<file path="src/rtl/core/rmfw_pkg.sv">
// Shared types and codes for the recursive mutex with its FIFO of waiting tasks.
package rmfw_pkg;

	typedef logic [3:0] task_t;

	typedef enum logic {
		REQ_ACQUIRE = 1'b0,
		REQ_RELEASE = 1'b1
	} req_kind_t;

	typedef enum logic [2:0] {
		ST_GRANTED   = 3'd0,
		ST_NESTED    = 3'd1,
		ST_QUEUED    = 3'd2,
		ST_NEST_REL  = 3'd3,
		ST_HANDOVER  = 3'd4,
		ST_FREED     = 3'd5,
		ST_NOT_OWNER = 3'd6,
		ST_OVERFLOW  = 3'd7
	} status_t;

	typedef struct packed {
		req_kind_t req_type;
		task_t     task_id;
	} req_t;

	typedef struct packed {
		status_t    status;
		logic       woken_valid;
		task_t      woken_task;
		logic       held_now;
		task_t      owner_now;
		logic [7:0] nest_now;
	} res_t;

	typedef struct packed {
		logic push;
		logic pop;
	} qctl_t;

	typedef struct packed {
		logic empty;
		logic full;
	} qstat_t;

endpackage

</file>
<file path="src/rtl/core/rmfw_cell.sv">
// One slot of the waiter queue: loads a new task or takes its neighbor's on a pop.
module rmfw_cell import rmfw_pkg::*; (
	input  logic  clk,
	input  logic  load,
	input  logic  shift,
	input  task_t load_task,
	input  task_t next_task,
	output task_t data
);

	task_t data_q;

	always_ff @(posedge clk) begin
		if (load) begin
			data_q <= load_task;
		end else if (shift) begin
			data_q <= next_task;
		end
	end

	assign data = data_q;

endmodule

</file>
<file path="src/rtl/core/rmfw_queue.sv">
// Waiter FIFO built as a row of shifting cells with an occupancy count.
module rmfw_queue import rmfw_pkg::*; #(
	parameter int MAX_TASKS = 16
) (
	input  logic   clk,
	input  logic   arst_n,
	input  qctl_t  ctl,
	input  task_t  push_task,
	output qstat_t stat,
	output task_t  head
);

	localparam int CW = $clog2(MAX_TASKS + 1);

	logic [CW-1:0] count_q;
	task_t         cell_data [MAX_TASKS];

	for (genvar i = 0; i < MAX_TASKS; i++) begin : g_cell
		task_t nbr;
		if (i == MAX_TASKS - 1) begin : g_last
			assign nbr = cell_data[i];
		end else begin : g_mid
			assign nbr = cell_data[i+1];
		end

		rmfw_cell u_cell (
			.clk      (clk),
			.load     (ctl.push && (count_q == CW'(i))),
			.shift    (ctl.pop),
			.load_task(push_task),
			.next_task(nbr),
			.data     (cell_data[i])
		);
	end

	always_ff @(posedge clk or negedge arst_n) begin
		if (!arst_n) begin
			count_q <= '0;
		end else if (ctl.push) begin
			count_q <= count_q + CW'(1);
		end else if (ctl.pop) begin
			count_q <= count_q - CW'(1);
		end
	end

	assign stat.empty = (count_q == '0);
	assign stat.full  = (count_q == CW'(MAX_TASKS));
	assign head       = cell_data[0];

	a_no_push_pop: assert property (@(posedge clk) disable iff (!arst_n)
		!(ctl.push && ctl.pop)) else $error("queue push and pop together");
	a_push_room: assert property (@(posedge clk) disable iff (!arst_n)
		ctl.push |-> !stat.full) else $error("push into full queue");
	a_pop_data: assert property (@(posedge clk) disable iff (!arst_n)
		ctl.pop |=> count_q == $past(count_q) - CW'(1))
		else $error("pop did not lower count");

endmodule

</file>
<file path="src/rtl/core/recursive_mutex_fifo_waiters_unit.sv">
// Recursive mutex with FIFO wait queue: top level with lock state and request decode.
//
// Usage:
//  - Request channel: drive req (req_type, task_id) with start high; the word
//    is taken at the rising edge where start is high and busy is low. busy
//    stays low, so a new request may be issued in every cycle.
//  - Result channel: one result word per request, shown on res for exactly
//    one cycle with done high, in the cycle after the request was taken.
//    The receiver cannot stall; it must capture the word while done is high.
//  - Throughput is one request per cycle: the decision is a few compares on
//    the lock registers plus one push into or one shift of the waiter row.
//  - Reset (arst_n low) frees the lock, clears owner and nesting count and
//    empties the queue; no clearing pass is needed.
//  - Waiters are kept in a row of MAX_TASKS cells; a handover shifts every
//    cell one place toward the head in the same cycle.
//  - owner_now and nest_now read zero while the lock is free.
module recursive_mutex_fifo_waiters_unit import rmfw_pkg::*; #(
	parameter int MAX_TASKS = 16,
	parameter int MAX_NEST  = 255
) (
	input  logic clk,
	input  logic arst_n,
	input  logic start,
	output logic busy,
	input  req_t req,
	output logic done,
	output res_t res
);

	localparam int NW = $clog2(MAX_NEST + 1);

	logic          held_q;
	task_t         owner_q;
	logic [NW-1:0] nest_q;
	logic          done_q;
	res_t          res_q;

	logic          take;
	logic          held_d;
	task_t         owner_d;
	logic [NW-1:0] nest_d;
	status_t       status_d;
	logic          woken_v_d;
	task_t         woken_t_d;
	qctl_t         qctl;
	qstat_t        qstat;
	task_t         head_task;
	res_t          res_d;

	assign busy = 1'b0;
	assign take = start && !busy;

	rmfw_queue #(.MAX_TASKS(MAX_TASKS)) u_queue (
		.clk      (clk),
		.arst_n   (arst_n),
		.ctl      (qctl),
		.push_task(req.task_id),
		.stat     (qstat),
		.head     (head_task)
	);

	// next lock state and queue control
	always_comb begin
		held_d    = held_q;
		owner_d   = owner_q;
		nest_d    = nest_q;
		status_d  = ST_NOT_OWNER;
		woken_v_d = 1'b0;
		woken_t_d = '0;
		qctl      = '0;
		if (req.req_type == REQ_ACQUIRE) begin
			if (!held_q) begin
				held_d   = 1'b1;
				owner_d  = req.task_id;
				nest_d   = '0;
				status_d = ST_GRANTED;
			end else if (owner_q == req.task_id) begin
				if (nest_q == NW'(MAX_NEST)) begin
					status_d = ST_OVERFLOW;
				end else begin
					nest_d   = nest_q + NW'(1);
					status_d = ST_NESTED;
				end
			end else if (qstat.full) begin
				status_d = ST_OVERFLOW;
			end else begin
				qctl.push = take;
				status_d  = ST_QUEUED;
			end
		end else begin
			if (!held_q || owner_q != req.task_id) begin
				status_d = ST_NOT_OWNER;
			end else if (nest_q != '0) begin
				nest_d   = nest_q - NW'(1);
				status_d = ST_NEST_REL;
			end else if (!qstat.empty) begin
				qctl.pop  = take;
				owner_d   = head_task;
				nest_d    = '0;
				woken_v_d = 1'b1;
				woken_t_d = head_task;
				status_d  = ST_HANDOVER;
			end else begin
				held_d   = 1'b0;
				owner_d  = '0;
				nest_d   = '0;
				status_d = ST_FREED;
			end
		end
	end

	// result word
	always_comb begin
		res_d.status      = status_d;
		res_d.woken_valid = woken_v_d;
		res_d.woken_task  = woken_t_d;
		res_d.held_now    = held_d;
		res_d.owner_now   = held_d ? owner_d : '0;
		res_d.nest_now    = held_d ? 8'(nest_d) : '0;
	end

	always_ff @(posedge clk or negedge arst_n) begin
		if (!arst_n) begin
			held_q  <= 1'b0;
			owner_q <= '0;
			nest_q  <= '0;
			done_q  <= 1'b0;
		end else begin
			done_q <= take;
			if (take) begin
				held_q  <= held_d;
				owner_q <= owner_d;
				nest_q  <= nest_d;
			end
		end
	end

	always_ff @(posedge clk) begin
		if (take) begin
			res_q <= res_d;
		end
	end

	assign done = done_q;
	assign res  = res_q;

	a_one_result: assert property (@(posedge clk) disable iff (!arst_n)
		take |=> done) else $error("request without result");
	a_handover_held: assert property (@(posedge clk) disable iff (!arst_n)
		done && res.status == ST_HANDOVER |-> res.woken_valid && res.held_now
		&& res.owner_now == res.woken_task) else $error("bad handover word");
	a_free_clear: assert property (@(posedge clk) disable iff (!arst_n)
		done && !res.held_now |-> res.owner_now == '0 && res.nest_now == '0)
		else $error("free lock reports owner");
	a_queued_held: assert property (@(posedge clk) disable iff (!arst_n)
		done && res.status == ST_QUEUED |-> res.held_now && $past(held_q))
		else $error("queued while lock free");

endmodule
</file>
<file path="config.mk">
export PLATFORM = sky130hd
export DESIGN_NAME = recursive_mutex_fifo_waiters_unit
export DESIGN_NICKNAME = d
export VERILOG_FILES = /design/src/rtl/core/rmfw_pkg.sv /design/src/rtl/core/rmfw_cell.sv /design/src/rtl/core/rmfw_queue.sv /design/src/rtl/core/recursive_mutex_fifo_waiters_unit.sv
export SDC_FILE = /design/constraint.sdc
export NUM_CORES = 1
export LEC_CHECK = 0
export BUFFER_PORTS_ARGS = -buffer_cell sky130_fd_sc_hd__buf_2
export CAP_MARGIN = 20
export CORE_UTILIZATION = 55
export DETAILED_ROUTE_END_ITERATION = 10
export PLACE_DENSITY = 0.73
export SLEW_MARGIN = 10
export SYNTH_ARGS = -nofsm -noshare
export SYNTH_HDL_FRONTEND = slang
export SYNTH_SLANG_ARGS = --single-unit
</file>
<file path="constraint.sdc">
create_clock -name clk -period 3.9 [get_ports clk]
set_input_delay 0.39 -clock clk [delete_from_list [all_inputs] [get_ports clk]]
set_output_delay 0.39 -clock clk [all_outputs]
set_load 0.005 [all_outputs]
</file>
==> summary.md <==
| Metric | Value |
|---|---|
| R2r setup slk | 1150 ps |
| Worst-case reg-to-reg path depth | 7 |
| Area growth from synthesis to layout | 6.432% |
| GRT Residual Overflow | 0 |
| Post-route ant nets | 0 |
| Die width | 101.5 um |
| F_max | 363.5 MHz |
| Global-route wire length before repair | 16,910 um |
| Via count | 3,591 |
| Routed WL | 10,390 um |
| CTS HTree Levels | 3 |
| CTS Sinks | 104 |
| Slowest cell on the critical path | and3_1 |
| Metal-1 WL | 4800 um |
| Hold/Removal Path Class | input pin to register |
| Placed Area | 0.005614 sq mm |
| Number of global-route vias before repair | 3,400 |
| Mapped Area | 0.005446 sq mm |
| Worst path top cell family by delay | simple AND/OR/NAND/NOR gates |
| Async SR Flop Fraction | 0.1827 |
| Post-synthesis register bit count | 104 |
| Synthesized instance count | 453 |
| Final Hold Vio Count | 0 |
| Max_slew headroom | 0.5544 |
| WP depth | 7 |
| Most frequent cells in the layout | edfxtp_1, mux2_1, nand2_1, buf_2, nor2_1 |
| DPL Wire Length | 7124 um |
| CP Data Arrival Time | 2870 ps |
| CP Capture Type | register |
| VDD IR-drop max | 0.2396 mV |
| Row count | 35 |
| Crit path required time | 4020 ps |
| Setup TNS | 0 ps |
| Met2 WL | 4952 um |
| Antenna cells | 0 |
| CP endpoint | u_queue.g_cell[9].u_cell.data[2]$_DFFE_PP_ |
| DRC violations left | 0 |
| Most common library cell in the layout ignoring fill and taps | edfxtp_1 |
| Slew Viols, Final | 0 |
| Syn_area_per_cell | 12.02 sq um |
| Post-Place Cells | 577 |
| Top sig layer | met4 |
| DR WL/cell | 17.49 um |
| Clk_lat worst skew | 370 ps |
| Die Ht | 101.5 um |
| Ports | 31 |
| Post-synth top area cell | edfxtp_1 |
| Synth cell types | 69 |
| Tmin final | 2751 ps |
| Worst Max-Slew Pin Slew | 667.0 ps |
| Die ar. | 0.01030 sq mm |
| Initial antenna violation count | 0 |
| Worst reg2reg path endpoint | u_queue.g_cell[9].u_cell.data[2]$_DFFE_PP_ |
| Pin count of the biggest net entering global routing | 38 |
| Post-CTS Resized | 0 |
| Met3 wire length | 497 um |
| CP Class | register to register |
| Root Buffer | clkbuf_8 |
| Post-Layout Cell Count | 594 |
| Share of the synthesized area in the top cell type | 0.4686 |
| Crit path from | u_queue.count_q[0]$_DFFE_PN0P_ |
| CTS clk-pin slew, worst paths | 90 ps |
| CP bufs+invs | 1 |
| CP Max Fanout | 19 |
| DRT iter0 DRCs | 292 |
| Clock Path Buffers | 2 |
| Post-CTS Setup Inserts | 0 |
| Via/cell ratio | 6.045 |
| Worst-case clock skew | 10.67 ps |
| Core Area | 0.009415 sq mm |
| Post-synth EDFFs | 85 |
| Initial core utilization | 0.5785 |
| Ranking of synthesized cells by area | edfxtp_1, mux2_1, dfrtp_1 |
| Final period util | 0.7054 |
| Sequential area share after synthesis | 0.5559 |
| Cts hold-fix bufs | 1 |
| Num CTS Buffers | 9 |
| First-pass DRT Iterations | 4 |
| Nature of the critical path startpoint | register |
| Total of max-cap violations | 0 |
| Outcome | completed |
| Reg-to-Reg Start | u_queue.count_q[0]$_DFFE_PN0P_ |
| Tot GR Track Use | 0.2178 |
| Final instance area | 0.005797 sq mm |
| CP peak stage delay | 570 ps |
| Final #Nets | 476 |
| Power per cell area | 460.6 mW/mm^2 |
| Fraction of layout cells with a size suffix above 1 | 0.1613 |
| Post-Syn Nets | 469 |
| CP cell instances | inv_1, ha_1, nor2b_1, nand3b_1, and3_1, nand4_1, mux2_1 |
| Synthesis Warnings | 0 |
| Static leakage | 2.147 nW |
| Routability cong. | 0.8401 |
| Final Setup Violations | 0 |
| RSZ-0062 raised after global routing | false |
| Port Buffers | 29 |
| Main synth FF type | edfxtp_1 |
| Fillers | 761 |
| CTS tree | done |
flip-flops by register name, indices dropped and copies added, names as in the netlist:
signal                      flops
u_queue.count_q                 5
done                            1
held_q                          1
u_queue.g_cell.u_cell.data     64
nest_q                          8
owner_q                         4
res                            21
worst min-delay path by stage:
stage	from	endpoint	slack, ps	depth (start not counted)
2_1_floorplan	arst_n	done$_DFF_PN0_	90	0
3_3_place_gp	arst_n	nest_q[6]$_DFFE_PN0P_	370	1
3_5_place_dp	arst_n	done$_DFF_PN0_	380	1
4_1_cts	req[3]	u_queue.g_cell[15].u_cell.data[3]$_DFFE_PP_	460	1
5_1_grt	req[2]	u_queue.g_cell[15].u_cell.data[2]$_DFFE_PP_	460	1
6_report	req[2]	u_queue.g_cell[15].u_cell.data[2]$_DFFE_PP_	450	1
through the flow:
| step | setup WS [ps] | total power, W | util | hold slack [ps] |
|---|---|---|---|---|
| 6_report | 1149 | 0.002670 | 0.6157 | 453.0 |
| 5_1_grt | 986.4 | 0.002805 | 0.6157 | 459.6 |
| 4_1_cts | 1136 | 0.002669 | 0.6157 | 464.8 |
| 3_5_place_dp | 1002 | 0.002082 | 0.5963 | 378.5 |
| 3_3_place_gp | 1022 | 0.002065 | 0.5963 | 371.5 |
| 2_1_floorplan | 1539 | 0.001925 | - | 94.41 |
worst reg2reg max path: cells and delay by family (launching register included):
family / cells / cell delay [ps]
AND/OR/NAND/NOR: 4 / 1290
flip-flops: 1 / 400
adder cells (fa/ha/maj): 1 / 280
buffers and inverters: 1 / 130
multiplexers: 1 / 410
synth_stat cells, drive strengths merged (2+ instances only):
| master | count |
|---|---|
| clkbuf | 24 |
| nand4 | 8 |
| o21ai | 15 |
| a21oi | 13 |
| and3 | 9 |
| a31oi | 6 |
| ha | 8 |
| nor2b | 6 |
| mux2i | 4 |
| o31ai | 4 |
| dfrtp | 19 |
| nor3 | 6 |
| nor2 | 27 |
| o211ai | 4 |
| or3 | 5 |
| or2 | 3 |
| xnor2 | 7 |
| o2bb2ai | 4 |
| or4 | 2 |
| a21boi | 3 |
| and4 | 3 |
| buf | 15 |
| o311ai | 2 |
| nand3 | 18 |
| nor4 | 5 |
| edfxtp | 85 |
| o32ai | 2 |
| mux2 | 61 |
| inv | 12 |
| nand2b | 10 |
| xor2 | 4 |
| and2 | 8 |
| nand2 | 29 |
| a221oi | 3 |
kinds of logic after synthesis:
group                      Yosys count  share of synthesized area
buffers and inverters               51                    0.04066
and+or+nand+nor                    145                     0.1482
adders and majority gates            8                    0.01838
muxes                               65                     0.1335
xor gates and xnor gates            11                    0.01769
DFF                                104                     0.5559
other                                1                  0.0006885
AOI/OAI and AO/OA                   68                    0.08500
cell type report:
| type | instances | area [sq um] | share of cell area |
|---|---|---|---|
| clock buffer | 10 | 127.6 | 0.02202 |
| clock inverter | 6 | 45.04 | 0.007770 |
| inverter | 12 | 45.04 | 0.007770 |
| multi-input combinational | 298 | 2197 | 0.3790 |
| sequential | 104 | 3028 | 0.5223 |
| tap | 129 | 161.4 | 0.02784 |
| timing repair buffer | 35 | 192.7 | 0.03324 |
where the power goes:
part | leakage (nW) | switching [W] | internal, W
clock network | 0.0805 | 0.000367 | 0.000235
logic | 1.05 | 0.000333 | 0.000249
registers | 1.01 | 0.000171 | 0.00132
per-layer routing:
layer	vias to the layer above	GRT usage
met5	-	0
met4	0	0.07246
met3	12	0.03865
met2	105	0.3519
met1	1775	0.2993
li1	1699	-
Note: power is estimated with default switching activity, not from simulation.
